===== config.mk =====
export PLATFORM = sky130hd
export DESIGN_NAME = char_lcd_nibble_sequencer_flat
export DESIGN_NICKNAME = d
export VERILOG_FILES = /design/src/hw/rtl/lcdns_pkg.sv /design/src/hw/rtl/lcdns_if.sv /design/src/hw/rtl/lcdns_step.sv /design/src/hw/rtl/char_lcd_nibble_sequencer.sv /design/src/flat_wrapper.sv
export SDC_FILE = /design/constraint.sdc
export NUM_CORES = 1
export LEC_CHECK = 0
export ABC_AREA = 1
export CORE_UTILIZATION = 45
export DETAILED_ROUTE_END_ITERATION = 10
export DONT_BUFFER_PORTS = 1
export PLACE_DENSITY = 0.71
export SKIP_LAST_GASP = 1
export SLEW_MARGIN = 20
export SYNTH_ARGS = -nofsm -noshare
export SYNTH_HDL_FRONTEND = slang
export SYNTH_HIERARCHICAL = 1
export SYNTH_SLANG_ARGS = --single-unit

===== constraint.sdc =====
create_clock -name clk_i -period 5.7 [get_ports clk_i]
set_input_delay 0.855 -clock clk_i [delete_from_list [all_inputs] [get_ports clk_i]]
set_output_delay 0.855 -clock clk_i [all_outputs]
set_load 0.01 [all_outputs]

===== src/hw/rtl/lcdns_pkg.sv =====
// Shared types, codes and constants of the character LCD nibble sequencer.
package lcdns_pkg;

  localparam int unsigned ReqW     = 3;
  localparam int unsigned ByteW    = 8;
  localparam int unsigned NibW     = 4;
  localparam int unsigned RowW     = 1;
  localparam int unsigned ColW     = 6;
  localparam int unsigned RowsW    = 2;
  localparam int unsigned CfgDataW = 6;
  localparam int unsigned CfgIdxW  = 1;
  localparam int unsigned PhaseW   = 4;
  localparam int unsigned StepW    = 4;

  // Request / active operation codes
  typedef enum logic [ReqW-1:0] {
    OP_IDLE  = 3'd0,
    OP_INIT  = 3'd1,
    OP_CMD   = 3'd2,
    OP_DATA  = 3'd3,
    OP_GOTO  = 3'd4,
    OP_CLEAR = 3'd5
  } op_e;

  // Configuration register indexes
  localparam logic [CfgIdxW-1:0] CFG_ROWS = 1'b0;
  localparam logic [CfgIdxW-1:0] CFG_COLS = 1'b1;

  localparam logic [RowsW-1:0] ROWS_RESET = 2'd2;
  localparam logic [ColW-1:0]  COLS_RESET = 6'd16;

  // Byte transfer phases
  localparam logic [PhaseW-1:0] PH_HIGH = 4'd1;
  localparam logic [PhaseW-1:0] PH_LOW  = 4'd3;
  localparam logic [PhaseW-1:0] PH_CMD_END  = 4'd5;
  localparam logic [PhaseW-1:0] PH_DATA_END = 4'd8;

  // Init sequence steps: power-up pulse, three waits, seven commands, finish
  localparam logic [StepW-1:0] INIT_WAIT_LAST = 4'd3;
  localparam logic [StepW-1:0] INIT_CMD_FIRST = 4'd4;
  localparam logic [StepW-1:0] INIT_CMD_LAST  = 4'd10;

  // Clear sequence steps
  localparam logic [StepW-1:0] CLR_FIRST  = 4'd0;
  localparam logic [StepW-1:0] CLR_SECOND = 4'd1;
  localparam logic [StepW-1:0] CLR_FINISH = 4'd2;

  localparam logic [ByteW-1:0] CLR_BYTE_A = 8'h00;
  localparam logic [ByteW-1:0] CLR_BYTE_B = 8'h01;

  function automatic logic [ByteW-1:0] init_byte(logic [2:0] idx);
    logic [ByteW-1:0] b;
    unique case (idx)
      3'd0:    b = 8'h20;
      3'd1:    b = 8'h20;
      3'd2:    b = 8'h80;
      3'd3:    b = 8'h00;
      3'd4:    b = 8'hC0;
      3'd5:    b = 8'h00;
      default: b = 8'h10;
    endcase
    return b;
  endfunction

  typedef struct packed {
    logic            en;
    logic            rs;
    logic            rw;
    logic [NibW-1:0] nib;
  } pins_t;

  typedef struct packed {
    logic [PhaseW-1:0] phase;
    logic [StepW-1:0]  step;
    op_e               op;
    logic [ByteW-1:0]  held;
    logic              configured;
    pins_t             pins;
  } state_t;

  typedef struct packed {
    logic [ReqW-1:0]  req_type;
    logic [ByteW-1:0] byte_value;
    logic [RowW-1:0]  row_index;
    logic [ColW-1:0]  col_index;
  } req_t;

  typedef struct packed {
    pins_t pins;
    logic  busy;
    logic  done;
    logic  rejected;
  } res_t;

endpackage


===== src/hw/rtl/lcdns_if.sv =====
// Valid/ready channel interfaces for requests, results and register writes.
interface lcdns_req_if import lcdns_pkg::*; ();
  logic             valid;
  logic             ready;
  logic [ReqW-1:0]  req_type;
  logic [ByteW-1:0] byte_value;
  logic [RowW-1:0]  row_index;
  logic [ColW-1:0]  col_index;

  modport source (output valid, req_type, byte_value, row_index, col_index, input ready);
  modport sink   (input valid, req_type, byte_value, row_index, col_index, output ready);
endinterface

interface lcdns_res_if import lcdns_pkg::*; ();
  logic            valid;
  logic            ready;
  logic            pin_enable;
  logic            pin_select;
  logic            pin_readwrite;
  logic [NibW-1:0] pin_nibble;
  logic            busy_res;
  logic            done_res;
  logic            rejected;

  modport source (output valid, pin_enable, pin_select, pin_readwrite, pin_nibble,
                  busy_res, done_res, rejected, input ready);
  modport sink   (input valid, pin_enable, pin_select, pin_readwrite, pin_nibble,
                  busy_res, done_res, rejected, output ready);
endinterface

interface lcdns_cfg_if import lcdns_pkg::*; ();
  logic                valid;
  logic                ready;
  logic [CfgIdxW-1:0]  index;
  logic [CfgDataW-1:0] data;

  modport source (output valid, index, data, input ready);
  modport sink   (input valid, index, data, output ready);
endinterface


===== src/hw/rtl/lcdns_step.sv =====
// One tick of the sequencer: request decode, phase advance and pin update.
module lcdns_step import lcdns_pkg::*; (
  input  state_t           state_i,
  input  req_t             req_i,
  input  logic [RowsW-1:0] rows_i,
  input  logic [ColW-1:0]  cols_i,
  output state_t           state_o,
  output res_t             res_o
);

  typedef struct packed {
    state_t st;
    logic   fin;
  } tick_t;

  function automatic tick_t byte_tick(state_t s, logic [ByteW-1:0] b, logic rs);
    tick_t r;
    logic [PhaseW-1:0] p;
    r.st  = s;
    r.fin = 1'b0;
    p     = s.phase + 4'd1;
    r.st.phase = p;
    if (p == PH_HIGH) begin
      r.st.pins.rw  = 1'b0;
      r.st.pins.rs  = rs;
      r.st.pins.nib = b[7:4];
      r.st.pins.en  = 1'b0;
    end else if (p == PH_LOW) begin
      // Before init completes a command sends its high nibble only
      if (rs || s.configured) begin
        r.st.pins.nib = b[3:0];
        r.st.pins.en  = 1'b0;
      end else begin
        r.st.pins.en = 1'b1;
      end
    end else if (p == PH_CMD_END) begin
      r.st.pins.en = 1'b1;
      if (!rs) begin
        r.st.phase = '0;
        r.fin      = 1'b1;
      end
    end else if (p >= PH_DATA_END) begin
      r.st.phase = '0;
      r.fin      = 1'b1;
    end
    return r;
  endfunction

  logic  is_req;
  logic  out_of_range;
  tick_t t;
  logic [ByteW-1:0] init_b;

  always_comb begin
    state_o      = state_i;
    res_o        = '0;
    t            = '0;
    is_req       = (req_i.req_type >= OP_INIT) && (req_i.req_type <= OP_CLEAR);
    out_of_range = ({1'b0, req_i.row_index} >= rows_i) || (req_i.col_index >= cols_i);
    init_b       = init_byte(3'(state_i.step - INIT_CMD_FIRST));

    // Start a request only when idle; go-to must land on the display
    if (is_req) begin
      if (state_i.op != OP_IDLE) begin
        res_o.rejected = 1'b1;
      end else if ((req_i.req_type == OP_GOTO) && out_of_range) begin
        res_o.rejected = 1'b1;
      end else begin
        state_o.op    = op_e'(req_i.req_type);
        state_o.phase = '0;
        state_o.step  = '0;
        state_o.held  = (req_i.req_type == OP_GOTO) ?
                        {1'b1, req_i.row_index, req_i.col_index} : req_i.byte_value;
      end
    end

    if (state_o.op != OP_IDLE) begin
      unique case (state_o.op)
        OP_INIT: begin
          t.st = state_o;
          if (state_o.step == '0) begin
            t.st.pins = '{en: 1'b1, rs: 1'b0, rw: 1'b0, nib: '0};
            t.st.step = 4'd1;
          end else if (state_o.step <= INIT_WAIT_LAST) begin
            t.st.step = state_o.step + 4'd1;
          end else if (state_o.step <= INIT_CMD_LAST) begin
            t = byte_tick(state_o, init_b, 1'b0);
            if (t.fin) begin
              t.st.step = state_o.step + 4'd1;
              t.fin     = 1'b0;
            end
          end else begin
            t.st.configured = 1'b1;
            t.st.step       = '0;
            t.fin           = 1'b1;
          end
        end
        OP_DATA: t = byte_tick(state_o, state_o.held, 1'b1);
        OP_CLEAR: begin
          if (state_o.step == CLR_FIRST) begin
            t = byte_tick(state_o, CLR_BYTE_A, 1'b0);
            if (t.fin) begin
              t.st.step = CLR_SECOND;
              t.fin     = 1'b0;
            end
          end else if (state_o.step == CLR_SECOND) begin
            t = byte_tick(state_o, CLR_BYTE_B, 1'b0);
            if (t.fin) begin
              t.st.step = CLR_FINISH;
              t.fin     = 1'b0;
            end
          end else begin
            t.st      = state_o;
            t.st.step = '0;
            t.fin     = 1'b1;
          end
        end
        default: t = byte_tick(state_o, state_o.held, 1'b0);
      endcase
      state_o = t.st;
      if (t.fin) begin
        res_o.done = 1'b1;
        state_o.op = OP_IDLE;
      end
    end

    res_o.pins = state_o.pins;
    res_o.busy = (state_o.op != OP_IDLE);
  end

endmodule


===== src/hw/rtl/char_lcd_nibble_sequencer.sv =====
// Top level of the tick-driven 4-bit character LCD sequencer.
//
// Usage:
//   req_i   carries one tick per request: req_type 0 is a plain tick, 1..5 also
//           start init, command byte, data byte, go-to or clear when idle.
//   res_o   returns one result per tick: E, RS, RW and D7..D4 levels after the
//           tick, busy, done and rejected flags.
//   cfg_i   writes rows_in_use (index 0) and cols_in_use (index 1); always
//           ready, write only while no request is in flight.
// Path: a request is taken into an input register, stepped through the
//   sequencer logic and its result is registered in the output register.
// Throughput: one request per cycle while res_o.ready stays high; the
//   sequencer state advances once per request in a single pass of short logic.
// Reset: sequencer idle, not configured, all pins low, rows_in_use 2 and
//   cols_in_use 16. No clearing pass.
// Stall: while res_o.ready is low the output register holds its result, the
//   input register holds the next request and req_i.ready drops once both
//   are full.
module char_lcd_nibble_sequencer import lcdns_pkg::*; (
  input  logic         clk_i,
  input  logic         rst_ni,
  lcdns_req_if.sink    req_i,
  lcdns_res_if.source  res_o,
  lcdns_cfg_if.sink    cfg_i
);

  logic             in_vld_q;
  req_t             in_q;
  logic             out_vld_q;
  res_t             out_q;
  state_t           state_q;
  state_t           state_d;
  res_t             res_d;
  logic [RowsW-1:0] rows_q;
  logic [ColW-1:0]  cols_q;
  logic             adv;
  logic             req_acc;

  // Advance the input register when the output register is free or drains
  assign adv     = in_vld_q && (!out_vld_q || res_o.ready);
  assign req_acc = req_i.valid && req_i.ready;

  assign req_i.ready = !in_vld_q || adv;
  assign cfg_i.ready = 1'b1;

  always_ff @(posedge clk_i or negedge rst_ni) begin
    if (!rst_ni) begin
      in_vld_q <= 1'b0;
    end else if (req_i.ready) begin
      in_vld_q <= req_i.valid;
    end
  end

  always_ff @(posedge clk_i) begin
    if (req_acc) begin
      in_q <= '{req_type:   req_i.req_type,
                byte_value: req_i.byte_value,
                row_index:  req_i.row_index,
                col_index:  req_i.col_index};
    end
  end

  lcdns_step u_step (
    .state_i (state_q),
    .req_i   (in_q),
    .rows_i  (rows_q),
    .cols_i  (cols_q),
    .state_o (state_d),
    .res_o   (res_d)
  );

  // Commit the sequencer state only when the tick's result is captured
  always_ff @(posedge clk_i or negedge rst_ni) begin
    if (!rst_ni) begin
      state_q <= '{phase: '0, step: '0, op: OP_IDLE, held: '0, configured: 1'b0,
                   pins: '0};
    end else if (adv) begin
      state_q <= state_d;
    end
  end

  always_ff @(posedge clk_i or negedge rst_ni) begin
    if (!rst_ni) begin
      out_vld_q <= 1'b0;
    end else if (adv) begin
      out_vld_q <= 1'b1;
    end else if (res_o.ready) begin
      out_vld_q <= 1'b0;
    end
  end

  always_ff @(posedge clk_i) begin
    if (adv) begin
      out_q <= res_d;
    end
  end

  // Configuration registers
  always_ff @(posedge clk_i or negedge rst_ni) begin
    if (!rst_ni) begin
      rows_q <= ROWS_RESET;
      cols_q <= COLS_RESET;
    end else if (cfg_i.valid) begin
      unique case (cfg_i.index)
        CFG_ROWS: rows_q <= cfg_i.data[RowsW-1:0];
        CFG_COLS: cols_q <= cfg_i.data;
        default:  ;
      endcase
    end
  end

  assign res_o.valid         = out_vld_q;
  assign res_o.pin_enable    = out_q.pins.en;
  assign res_o.pin_select    = out_q.pins.rs;
  assign res_o.pin_readwrite = out_q.pins.rw;
  assign res_o.pin_nibble    = out_q.pins.nib;
  assign res_o.busy_res      = out_q.busy;
  assign res_o.done_res      = out_q.done;
  assign res_o.rejected      = out_q.rejected;

`ifndef ASSERT_OFF
  a_done_not_busy : assert property (@(posedge clk_i) disable iff (!rst_ni)
    out_vld_q && out_q.done |-> !out_q.busy)
    else $error("done reported while still busy");

  a_rw_low : assert property (@(posedge clk_i) disable iff (!rst_ni)
    out_vld_q |-> !out_q.pins.rw)
    else $error("RW pin driven high");

  a_busy_rejects : assert property (@(posedge clk_i) disable iff (!rst_ni)
    adv && (state_q.op != OP_IDLE) && (in_q.req_type >= OP_INIT)
        && (in_q.req_type <= OP_CLEAR) |=> out_q.rejected)
    else $error("request accepted while busy");

  a_configured_sticky : assert property (@(posedge clk_i) disable iff (!rst_ni)
    state_q.configured |=> state_q.configured)
    else $error("configured flag dropped");
`endif

endmodule


===== src/flat_wrapper.sv =====
// flat-port wrapper written by rule: the top's interface ports become plain ports
module char_lcd_nibble_sequencer_flat import lcdns_pkg::*;
  (clk_i, rst_ni, req_i_valid, req_i_req_type, req_i_byte_value, req_i_row_index, req_i_col_index, req_i_ready, res_o_valid, res_o_pin_enable, res_o_pin_select, res_o_pin_readwrite, res_o_pin_nibble, res_o_busy_res, res_o_done_res, res_o_rejected, res_o_ready, cfg_i_valid, cfg_i_index, cfg_i_data, cfg_i_ready);
  lcdns_req_if req_i_i ();
  lcdns_res_if res_o_i ();
  lcdns_cfg_if cfg_i_i ();
  input  logic clk_i;
  input  logic rst_ni;
  input wire logic [$bits(req_i_i.valid)-1:0] req_i_valid;
  input wire logic [$bits(req_i_i.req_type)-1:0] req_i_req_type;
  input wire logic [$bits(req_i_i.byte_value)-1:0] req_i_byte_value;
  input wire logic [$bits(req_i_i.row_index)-1:0] req_i_row_index;
  input wire logic [$bits(req_i_i.col_index)-1:0] req_i_col_index;
  output wire logic [$bits(req_i_i.ready)-1:0] req_i_ready;
  output wire logic [$bits(res_o_i.valid)-1:0] res_o_valid;
  output wire logic [$bits(res_o_i.pin_enable)-1:0] res_o_pin_enable;
  output wire logic [$bits(res_o_i.pin_select)-1:0] res_o_pin_select;
  output wire logic [$bits(res_o_i.pin_readwrite)-1:0] res_o_pin_readwrite;
  output wire logic [$bits(res_o_i.pin_nibble)-1:0] res_o_pin_nibble;
  output wire logic [$bits(res_o_i.busy_res)-1:0] res_o_busy_res;
  output wire logic [$bits(res_o_i.done_res)-1:0] res_o_done_res;
  output wire logic [$bits(res_o_i.rejected)-1:0] res_o_rejected;
  input wire logic [$bits(res_o_i.ready)-1:0] res_o_ready;
  input wire logic [$bits(cfg_i_i.valid)-1:0] cfg_i_valid;
  input wire logic [$bits(cfg_i_i.index)-1:0] cfg_i_index;
  input wire logic [$bits(cfg_i_i.data)-1:0] cfg_i_data;
  output wire logic [$bits(cfg_i_i.ready)-1:0] cfg_i_ready;
  assign req_i_i.valid = req_i_valid;
  assign req_i_i.req_type = req_i_req_type;
  assign req_i_i.byte_value = req_i_byte_value;
  assign req_i_i.row_index = req_i_row_index;
  assign req_i_i.col_index = req_i_col_index;
  assign req_i_ready = req_i_i.ready;
  assign res_o_valid = res_o_i.valid;
  assign res_o_pin_enable = res_o_i.pin_enable;
  assign res_o_pin_select = res_o_i.pin_select;
  assign res_o_pin_readwrite = res_o_i.pin_readwrite;
  assign res_o_pin_nibble = res_o_i.pin_nibble;
  assign res_o_busy_res = res_o_i.busy_res;
  assign res_o_done_res = res_o_i.done_res;
  assign res_o_rejected = res_o_i.rejected;
  assign res_o_i.ready = res_o_ready;
  assign cfg_i_i.valid = cfg_i_valid;
  assign cfg_i_i.index = cfg_i_index;
  assign cfg_i_i.data = cfg_i_data;
  assign cfg_i_ready = cfg_i_i.ready;
  char_lcd_nibble_sequencer u_core (.clk_i(clk_i), .rst_ni(rst_ni), .req_i(req_i_i), .res_o(res_o_i), .cfg_i(cfg_i_i));
endmodule

==> impl_metrics.prom, run 1 <==
# TYPE chip_impl_metric gauge
chip_impl_metric{name="synthesis.nets",unit=""} 598
chip_impl_metric{name="synth_sequential_area_ratio",unit=""} 0.416
chip_impl_info{name="regToRegStartpoint",value="u_core/cols_q[4]"} 1
chip_impl_metric{name="number_of_instances_in_the_synthesized_netlist",unit=""} 552
chip_impl_metric{name="chipHeight",unit="um"} 99.2
chip_impl_metric{name="final_cells",unit=""} 656
chip_impl_metric{name="grt_max_degree",unit=""} 38
chip_impl_metric{name="largest_buffer_count_on_any_clock_path",unit=""} 2
chip_impl_metric{name="syn-mean-instance-area",unit="um2"} 7.70
chip_impl_metric{name="synth.ff_latch_count",unit=""} 65
chip_impl_metric{name="reg2reg_slack",unit="ps"} 2000
chip_impl_metric{name="max-cap-violations",unit=""} 0
chip_impl_metric{name="worstPathRequired",unit="ps"} 5990
chip_impl_metric{name="power",unit="mW"} 2.28
chip_impl_metric{name="p_leak",unit="nW"} 2.19
chip_impl_info{name="timing.critical_path.cells",value="inv_1, ha_1, nand2_1, nor2_1, nand2_1, nand2_1, nand2_4, nand2_4, inv_2, nor2_1, inv_1, ha_1, o21bai_1, nand2_1, nand2_2, inv_1, o21ai_2, nand2_1, nand3_1, nor2_1, nor2_1, nand3_1, nand2_1"} 1
chip_impl_metric{name="post-route-cell-area",unit="um2"} 4420
chip_impl_info{name="ys_top_cells_by_area",value="dfrtp_1, edfxtp_1, nand2_1"} 1
chip_impl_metric{name="cts.hold.buffers_added",unit=""} 0
chip_impl_metric{name="cts_inserted_buffers",unit=""} 9
chip_impl_metric{name="synth_warnings",unit=""} 6
chip_impl_metric{name="core",unit="um2"} 9200
chip_impl_metric{name="utilization",unit=""} 0.480
chip_impl_metric{name="number_of_detailed_route_iterations_in_the_first_pass",unit=""} 4
chip_impl_metric{name="worst_pin_slew",unit="ps"} 663
chip_impl_metric{name="final_clock_period_utilization_by_the_worst_path",unit=""} 0.649
chip_impl_metric{name="timing.final.max_slew_violations",unit=""} 0
chip_impl_metric{name="final_antenna_net_count",unit=""} 0
chip_impl_metric{name="cells_on_worst_reg2reg_path",unit=""} 23
chip_impl_info{name="clock-root-buffer",value="clkbuf_8"} 1
chip_impl_info{name="worst_setup_path_end_kind",value="flop"} 1
chip_impl_metric{name="number_of_global_route_vias_before_repair",unit=""} 3465
chip_impl_info{name="min_path_type",value="in -> async"} 1
chip_impl_metric{name="syn-cell-area",unit="um2"} 4250
chip_impl_metric{name="timing.final.setup_violations",unit=""} 0
chip_impl_info{name="crit_path_start_kind",value="flop"} 1
chip_impl_metric{name="grt_util_met2",unit=""} 0.368
chip_impl_metric{name="post_route_setup_tns",unit="ps"} 0
chip_impl_metric{name="routed_wirelength",unit="um"} 10000
chip_impl_metric{name="dp.cells",unit=""} 640
chip_impl_metric{name="routed_via_density",unit=""} 5.34
chip_impl_metric{name="num_io_pins",unit=""} 43
chip_impl_metric{name="clkSinkCount",unit=""} 65
chip_impl_metric{name="use_met1",unit=""} 0.288
chip_impl_metric{name="final.setup_skew",unit="ps"} 10.5
chip_impl_metric{name="post-dp-hpwl",unit="um"} 7270
chip_impl_metric{name="h-tree-depth",unit=""} 3
chip_impl_metric{name="crit_arrival",unit="ps"} 3990
chip_impl_info{name="ys.flop_type",value="dfrtp_1"} 1
chip_impl_metric{name="met3_usage",unit=""} 0.0464
chip_impl_metric{name="die_w",unit="um"} 99.2
chip_impl_metric{name="globalRouteOverflowTotal",unit=""} 0
chip_impl_metric{name="route.vias.total",unit=""} 3503
chip_impl_metric{name="power.ir.vdd_worst",unit="mV"} 0.251
chip_impl_metric{name="antenna_found_initial",unit=""} 0
chip_impl_metric{name="clkTransAtPathRegs",unit="ps"} 80
chip_impl_metric{name="area_growth",unit="%"} 3.89
chip_impl_metric{name="layout_min_cycle_time",unit="ps"} 3700
chip_impl_metric{name="critical_path.max_stage_delay",unit="ps"} 530
chip_impl_metric{name="number_of_enable_flip_flop_cells_after_synthesis",unit=""} 28
chip_impl_metric{name="path_max_fanout",unit=""} 16
chip_impl_metric{name="number_of_input_and_output_port_buffers_inserted",unit=""} 0
chip_impl_metric{name="floorplan.rows",unit=""} 35
chip_impl_info{name="synth.largest_area_cell",value="dfrtp_1"} 1
chip_impl_metric{name="power_per_cell_area",unit="nW/um2"} 516
chip_impl_metric{name="placedInstanceArea",unit="um2"} 4200
chip_impl_metric{name="fmax",unit="MHz"} 270
chip_impl_info{name="timing.rr.end",value="u_core/state_q[6]"} 1
chip_impl_info{name="crit_top_cell",value="nand2_1"} 1
chip_impl_metric{name="detail_route.iter0.violations",unit=""} 223
chip_impl_info{name="run_status",value="finished clean"} 1
chip_impl_metric{name="gp_congestion",unit=""} 0.919
chip_impl_info{name="criticalPathCategory",value="reg -> reg"} 1
chip_impl_info{name="rsz0062_at_grt",value="no"} 1
chip_impl_info{name="worst_setup_path_endpoint",value="u_core/state_q[6]"} 1
chip_impl_metric{name="drive_gt1_frac",unit=""} 0.108
chip_impl_metric{name="synth_cell_types",unit=""} 41
chip_impl_metric{name="hold_viol",unit=""} 0
chip_impl_info{name="critPathSlowestCell",value="dfstp_2"} 1
chip_impl_metric{name="cts_setup_buffers",unit=""} 0
chip_impl_metric{name="post_cts_resized",unit=""} 0
chip_impl_info{name="gr-max-usage-layer",value="met2"} 1
chip_impl_info{name="post-synth-top-count-cell",value="nand2_1"} 1
chip_impl_metric{name="synth.top_cell.area_share",unit=""} 0.206
chip_impl_metric{name="clock_insertion_delay_worst_skew",unit="ps"} 360
chip_impl_info{name="cp-startpoint",value="u_core/cols_q[4]"} 1
chip_impl_metric{name="gr-usage-all-layers",unit=""} 0.221
chip_impl_metric{name="final_net_count",unit=""} 586
chip_impl_info{name="post_synth_most_frequent_cells",value="nand2_1, inv_1, nand3_1"} 1
chip_impl_info{name="tritoncts_clock_tree",value="built"} 1
chip_impl_metric{name="drc",unit=""} 0
chip_impl_metric{name="floorplan.die_area",unit="um2"} 9840
chip_impl_metric{name="initial_utilization",unit=""} 0.462
chip_impl_metric{name="slew_headroom",unit=""} 0.557
chip_impl_metric{name="antennaDiodeCount",unit=""} 0
chip_impl_metric{name="first_pass_grt_wire_length",unit="um"} 16900
chip_impl_metric{name="wire_per_inst",unit="um"} 15.3
chip_impl_metric{name="synth_async_sr_flop_share",unit=""} 0.569
-- worst min-delay path by stage --
| stage | startpoint | endpoint | slack, ps | cells past startpoint |
|---|---|---|---|---|
| floorplan | u_core/state_q[10] | u_core/state_q[10] | 430 | 2 |
| global placement | u_core/state_q[9] | u_core/state_q[9] | 450 | 2 |
| detailed placement | u_core/cols_q[4] | u_core/cols_q[4] | 450 | 2 |
| CTS | rst_ni | u_core/in_vld_q | 170 | 0 |
| global route | rst_ni | u_core/cols_q[5] | 160 | 0 |
| finish | rst_ni | u_core/state_q[19] | 180 | 0 |
-- registers in the layout, indices dropped and copies added, names as in the netlist --
signal / flops
u_core/rows_q: 2
u_core/res_o.pin_nibble: 4
u_core/res_o.pin_enable: 1
u_core/res_o.done_res: 1
u_core/res_o.pin_select: 1
u_core/in_vld_q: 1
u_core/res_o.valid: 1
u_core/state_q: 27
u_core/in_q: 18
u_core/res_o.rejected: 1
u_core/cols_q: 6
u_core/res_o.pin_readwrite: 1
u_core/res_o.busy_res: 1
-- report_power, final --
group / total [mW] / switching [mW] / internal, mW
logic: 1.12 / 0.770 / 0.348
clock network: 0.436 / 0.202 / 0.234
registers: 0.723 / 0.0927 / 0.631
-- logic make-up (layout without fill, tap and decap cells) --
group                    count (synthesis)  count (layout)  synth area share
buffers and inverters                   94              87             0.110
flip-flops                              65              65             0.416
AO/OA/AOI/OAI                           58              58            0.0813
AND/OR/NAND/NOR                        318             318             0.345
other                                    1               1          0.000882
adder cells (fa/ha/maj)                 16              16            0.0471
-- critical path: cells and delay by family (launching register included) --
kind | cells | cell delay, ps
AOI/OAI and AO/OA | 2 | 400
adders and majority gates | 2 | 490
buffers and inverters | 4 | 520
DFF | 1 | 530
and+or+nand+nor | 15 | 1680
-- stage by stage --
stage | hold WS [ps] | setup WS (ps)
after global placement | 448 | 2200
after floorplan | 434 | 2490
final | 183 | 2000
after detailed placement | 454 | 2090
after global routing | 161 | 1610
after CTS | 169 | 2050
-- per-layer routing --
layer | part of all wire | wire length [um]
met3 | 0.048 | 479
met2 | 0.47 | 4690
met4 | 0.021 | 207
met1 | 0.46 | 4650
met5 | 0 | 0
-- layout make-up --
class | instances | area (um2)
Clock inverter | 6 | 71.3
Multi-Input combinational cell | 393 | 2010
Fill cell | 928 | 4780
Timing Repair Buffer | 1 | 7.51
Sequential cell | 65 | 1770
Inverter | 70 | 265
Tap cell | 111 | 139
Clock buffer | 10 | 149
-- layout by cell type (no fill, tap or decap), types with 3 or more instances in the layout --
cell type  netlist  layout
o21ai_0         16      16
nand3_4          3       3
nand2_2          6       6
o21ai_2          3       3
inv_2            9       9
nand3_1         60      60
inv_1           60      60
o21bai_1         3       3
o211ai_1         4       4
or2_2            4       4
edfxtp_1        28      28
nand2_1        187     187
o21ai_1          5       5
a21oi_1         17      17
nor3_1           3       3
nand2_4          4       4
nand4_1          5       5
clkbuf_8         0       9
nor2_4           4       4
ha_1            16      16
nor2_1          35      35
dfrtp_1         35      35
Note: power is estimated with default switching activity, not from simulation.
==> run 2, diff against run 1 <==
==> constraint.sdc (replaced) <==
create_clock -name clk_i -period 3.42 [get_ports clk_i]
set_input_delay 0.513 -clock clk_i [delete_from_list [all_inputs] [get_ports clk_i]]
set_output_delay 0.513 -clock clk_i [all_outputs]
set_load 0.01 [all_outputs]
==> run 2 against run 1 <==
Compared with the run above:
- core utilization rose by 1.5 points
- worst hold slack improved by 68 ps
- count of clock-buffer cells in the layout did not move
- wire length rose by 1.1%
- combinational power rose by 86%
- first-iteration DRC count fell by 0.45%
- sequential share of layout area fell by 1.2 points
- critical path type unchanged
- largest power group unchanged
- highest routed layer unchanged
==> impl_metrics.prom, run 2 (synthesis results as in run 1) <==
# TYPE chip_impl_metric gauge
chip_impl_info{name="worstHoldStart",value="req_i_row_index"} 1
chip_impl_metric{name="detail_route.iter0.violations",unit=""} 222
chip_impl_metric{name="timing.final.ws_setup",unit="ps"} 231
chip_impl_metric{name="path_max_fanout",unit=""} 10
chip_impl_metric{name="clkTransAtPathRegs",unit="ps"} 80
chip_impl_metric{name="timing.final.max_slew_violations",unit=""} 0
chip_impl_info{name="criticalPathCategory",value="reg -> reg"} 1
chip_impl_metric{name="routed_wirelength",unit="um"} 10100
chip_impl_metric{name="cells_on_worst_reg2reg_path",unit=""} 22
chip_impl_metric{name="num_io_pins",unit=""} 43
chip_impl_metric{name="post_place_worst_slack",unit="ps"} 120
chip_impl_metric{name="worst_hold_path.num_cells",unit=""} 0
chip_impl_metric{name="p_leak",unit="nW"} 2.24
chip_impl_metric{name="area_growth",unit="%"} 7.12
chip_impl_metric{name="dp.cells",unit=""} 650
chip_impl_metric{name="final_antenna_net_count",unit=""} 0
chip_impl_metric{name="die_w",unit="um"} 99.2
chip_impl_info{name="critical_path.top_delay_family",value="simple AND/OR/NAND/NOR gates"} 1
chip_impl_metric{name="h-tree-depth",unit=""} 3
chip_impl_metric{name="antennaDiodeCount",unit=""} 0
chip_impl_metric{name="fillCellCount",unit=""} 903
chip_impl_info{name="crit_path_start_kind",value="flop"} 1
chip_impl_info{name="layout_top_registers",value="u_core/state_q (27), u_core/in_q (18), u_core/cols_q (6)"} 1
chip_impl_metric{name="drive_gt1_frac",unit=""} 0.144
chip_impl_metric{name="critical_path.max_stage_delay",unit="ps"} 540
chip_impl_metric{name="number_of_input_and_output_port_buffers_inserted",unit=""} 0
chip_impl_info{name="timing.critical_path.cells",value="inv_1, ha_1, nand2_1, a21oi_1, nor2_1, nand2_1, nand2_4, nand2_8, inv_2, buf_4, nand2_1, nand2_1, inv_2, nor2_1, nand2_1, o21ai_2, buf_4, o22ai_1, nand3b_1, o21ai_1, nand3_1, nand2_1"} 1
chip_impl_metric{name="antenna_found_initial",unit=""} 0
chip_impl_metric{name="max-cap-violations",unit=""} 0
chip_impl_metric{name="post-dp-hpwl",unit="um"} 7400
chip_impl_info{name="tritoncts_clock_tree",value="built"} 1
chip_impl_metric{name="crit_arrival",unit="ps"} 3430
chip_impl_metric{name="number_of_global_route_vias_before_repair",unit=""} 3475
chip_impl_info{name="worst_setup_path_end_kind",value="flop"} 1
chip_impl_info{name="final_common_cell",value="nand2_1"} 1
chip_impl_info{name="regToRegStartpoint",value="u_core/cols_q[4]"} 1
chip_impl_metric{name="fmax",unit="MHz"} 314
chip_impl_metric{name="floorplan.die_area",unit="um2"} 9840
chip_impl_metric{name="multi_input_gate_area_in_the_final_layout",unit="um2"} 2060
chip_impl_metric{name="grt_max_degree",unit=""} 38
chip_impl_metric{name="clock_insertion_delay_worst_skew",unit="ps"} 360
chip_impl_metric{name="final.setup_skew",unit="ps"} 13.3
chip_impl_metric{name="timing.final.setup_violations",unit=""} 0
chip_impl_metric{name="route.vias.total",unit=""} 3584
chip_impl_metric{name="largest_register_ffs",unit=""} 27
chip_impl_info{name="mostFrequentLayoutCells",value="nand2_1, nand3_1, inv_1"} 1
chip_impl_metric{name="number_of_detailed_route_iterations_in_the_first_pass",unit=""} 7
chip_impl_info{name="timing.rr.end",value="u_core/state_q[24]"} 1
chip_impl_metric{name="clkSinkCount",unit=""} 65
chip_impl_metric{name="drc",unit=""} 0
chip_impl_info{name="whs_endpoint",value="u_core/in_q[6]"} 1
chip_impl_metric{name="power",unit="mW"} 3.88
chip_impl_metric{name="power.ir.vdd_worst",unit="mV"} 0.265
chip_impl_metric{name="first_pass_grt_wire_length",unit="um"} 16800
chip_impl_metric{name="final_net_count",unit=""} 602
chip_impl_metric{name="combined_buffer_and_inverter_count_along_the_critical_path",unit=""} 5
chip_impl_metric{name="whs",unit="ps"} 251
chip_impl_metric{name="slew_headroom",unit=""} 0.551
chip_impl_metric{name="floorplan.rows",unit=""} 35
chip_impl_info{name="run_status",value="finished clean"} 1
chip_impl_metric{name="globalRouteOverflowTotal",unit=""} 0
chip_impl_metric{name="largest_buffer_count_on_any_clock_path",unit=""} 2
chip_impl_metric{name="final_cells",unit=""} 672
chip_impl_metric{name="post_route_setup_tns",unit="ps"} 0
chip_impl_metric{name="gp_congestion",unit=""} 0.922
chip_impl_metric{name="gr-usage-all-layers",unit=""} 0.221
chip_impl_info{name="rsz0062_at_grt",value="no"} 1
chip_impl_info{name="clock-root-buffer",value="clkbuf_8"} 1
chip_impl_metric{name="final_clock_period_utilization_by_the_worst_path",unit=""} 0.932
chip_impl_metric{name="cts_inserted_buffers",unit=""} 9
chip_impl_metric{name="power_per_cell_area",unit="nW/um2"} 852
chip_impl_metric{name="placedInstanceArea",unit="um2"} 4270
chip_impl_metric{name="reg2reg_slack",unit="ps"} 230
chip_impl_metric{name="layout_min_cycle_time",unit="ps"} 3190
chip_impl_metric{name="register_area",unit="um2"} 1770
chip_impl_metric{name="core",unit="um2"} 9200
chip_impl_metric{name="chipHeight",unit="um"} 99.2
chip_impl_metric{name="post-route-cell-area",unit="um2"} 4550
chip_impl_metric{name="routed_via_density",unit=""} 5.33
chip_impl_metric{name="utilization",unit=""} 0.495
chip_impl_metric{name="worstPathRequired",unit="ps"} 3670
chip_impl_info{name="crit_top_cell",value="nand2_1"} 1
chip_impl_info{name="largest_register",value="u_core/state_q"} 1
chip_impl_info{name="critPathSlowestCell",value="dfstp_2"} 1
chip_impl_metric{name="initial_utilization",unit=""} 0.462
chip_impl_metric{name="hold_viol",unit=""} 0
chip_impl_info{name="min_path_type",value="in -> reg"} 1
chip_impl_metric{name="worst_pin_slew",unit="ps"} 672
chip_impl_metric{name="wire_per_inst",unit="um"} 15.1
-- run 2: cell types whose count changed in the layout (fill, tap and decap cells not counted), moves of 2 or more --
cell      change
nand2_1       -2
buf_4        +14
nor2_1        -3
inv_2         +2
inv_1         -2
clkinv_4      +3
nor2_2        +2
-- run 2: where the power goes --
group / total, mW / switching, mW / internal (mW) / leakage, nW
Clock: 0.598 / 0.327 / 0.272 / 0.0875
Combinational: 2.08 / 1.36 / 0.711 / 1.41
Sequential: 1.20 / 0.153 / 1.05 / 0.742
-- run 2: worst register-to-register path: stages (launching register included) --
cell	delay (ps)
dfstp_2	540
inv_1	40
ha_1	270
nand2_1	80
a21oi_1	40
nor2_1	100
nand2_1	90
nand2_4	100
nand2_8	80
inv_2	120
buf_4	190
nand2_1	70
nand2_1	140
inv_2	70
nor2_1	340
nand2_1	150
o21ai_2	100
buf_4	140
o22ai_1	80
nand3b_1	100
o21ai_1	90
nand3_1	90
nand2_1	60
-- run 2: layer usage --
layer,wire (um),track usage,up-vias
met5,0,0,-
met4,233,0.0679,0
met3,599,0.0541,23
met2,4740,0.370,130
met1,4560,0.282,1645
li1,-,-,1786
-- run 2: cell type report --
class / instances / area share
Timing Repair Buffer: 17 / 0.0313
Inverter: 70 / 0.0583
Multi-Input combinational cell: 393 / 0.452
Tap cell: 111 / 0.0305
Clock buffer: 10 / 0.0280
Sequential cell: 65 / 0.389
Clock inverter: 6 / 0.0113
-- run 2: how the worst max path moves through the flow --
| stage | startpoint | cells after the start | to | slack [ps] |
|---|---|---|---|---|
| final | u_core/cols_q[4] | 22 | u_core/state_q[24] | 230 |
| after global routing | u_core/cols_q[4] | 19 | u_core/state_q[5] | 4 |
| after CTS | u_core/cols_q[4] | 23 | u_core/state_q[19] | 70 |
| after detailed placement | u_core/cols_q[4] | 23 | u_core/state_q[19] | 120 |
| after global placement | u_core/cols_q[4] | 23 | u_core/state_q[19] | 180 |
| after floorplan | u_core/cols_q[4] | 25 | u_core/state_q[6] | 210 |
-- run 2: timing repair --
item,4_1_cts,5_1_grt
resized for setup,0,12
endpoints found under the hold margin,37,0
buffers inserted,0,4
hold buffers,2,0
setup endpoints to repair,0,24
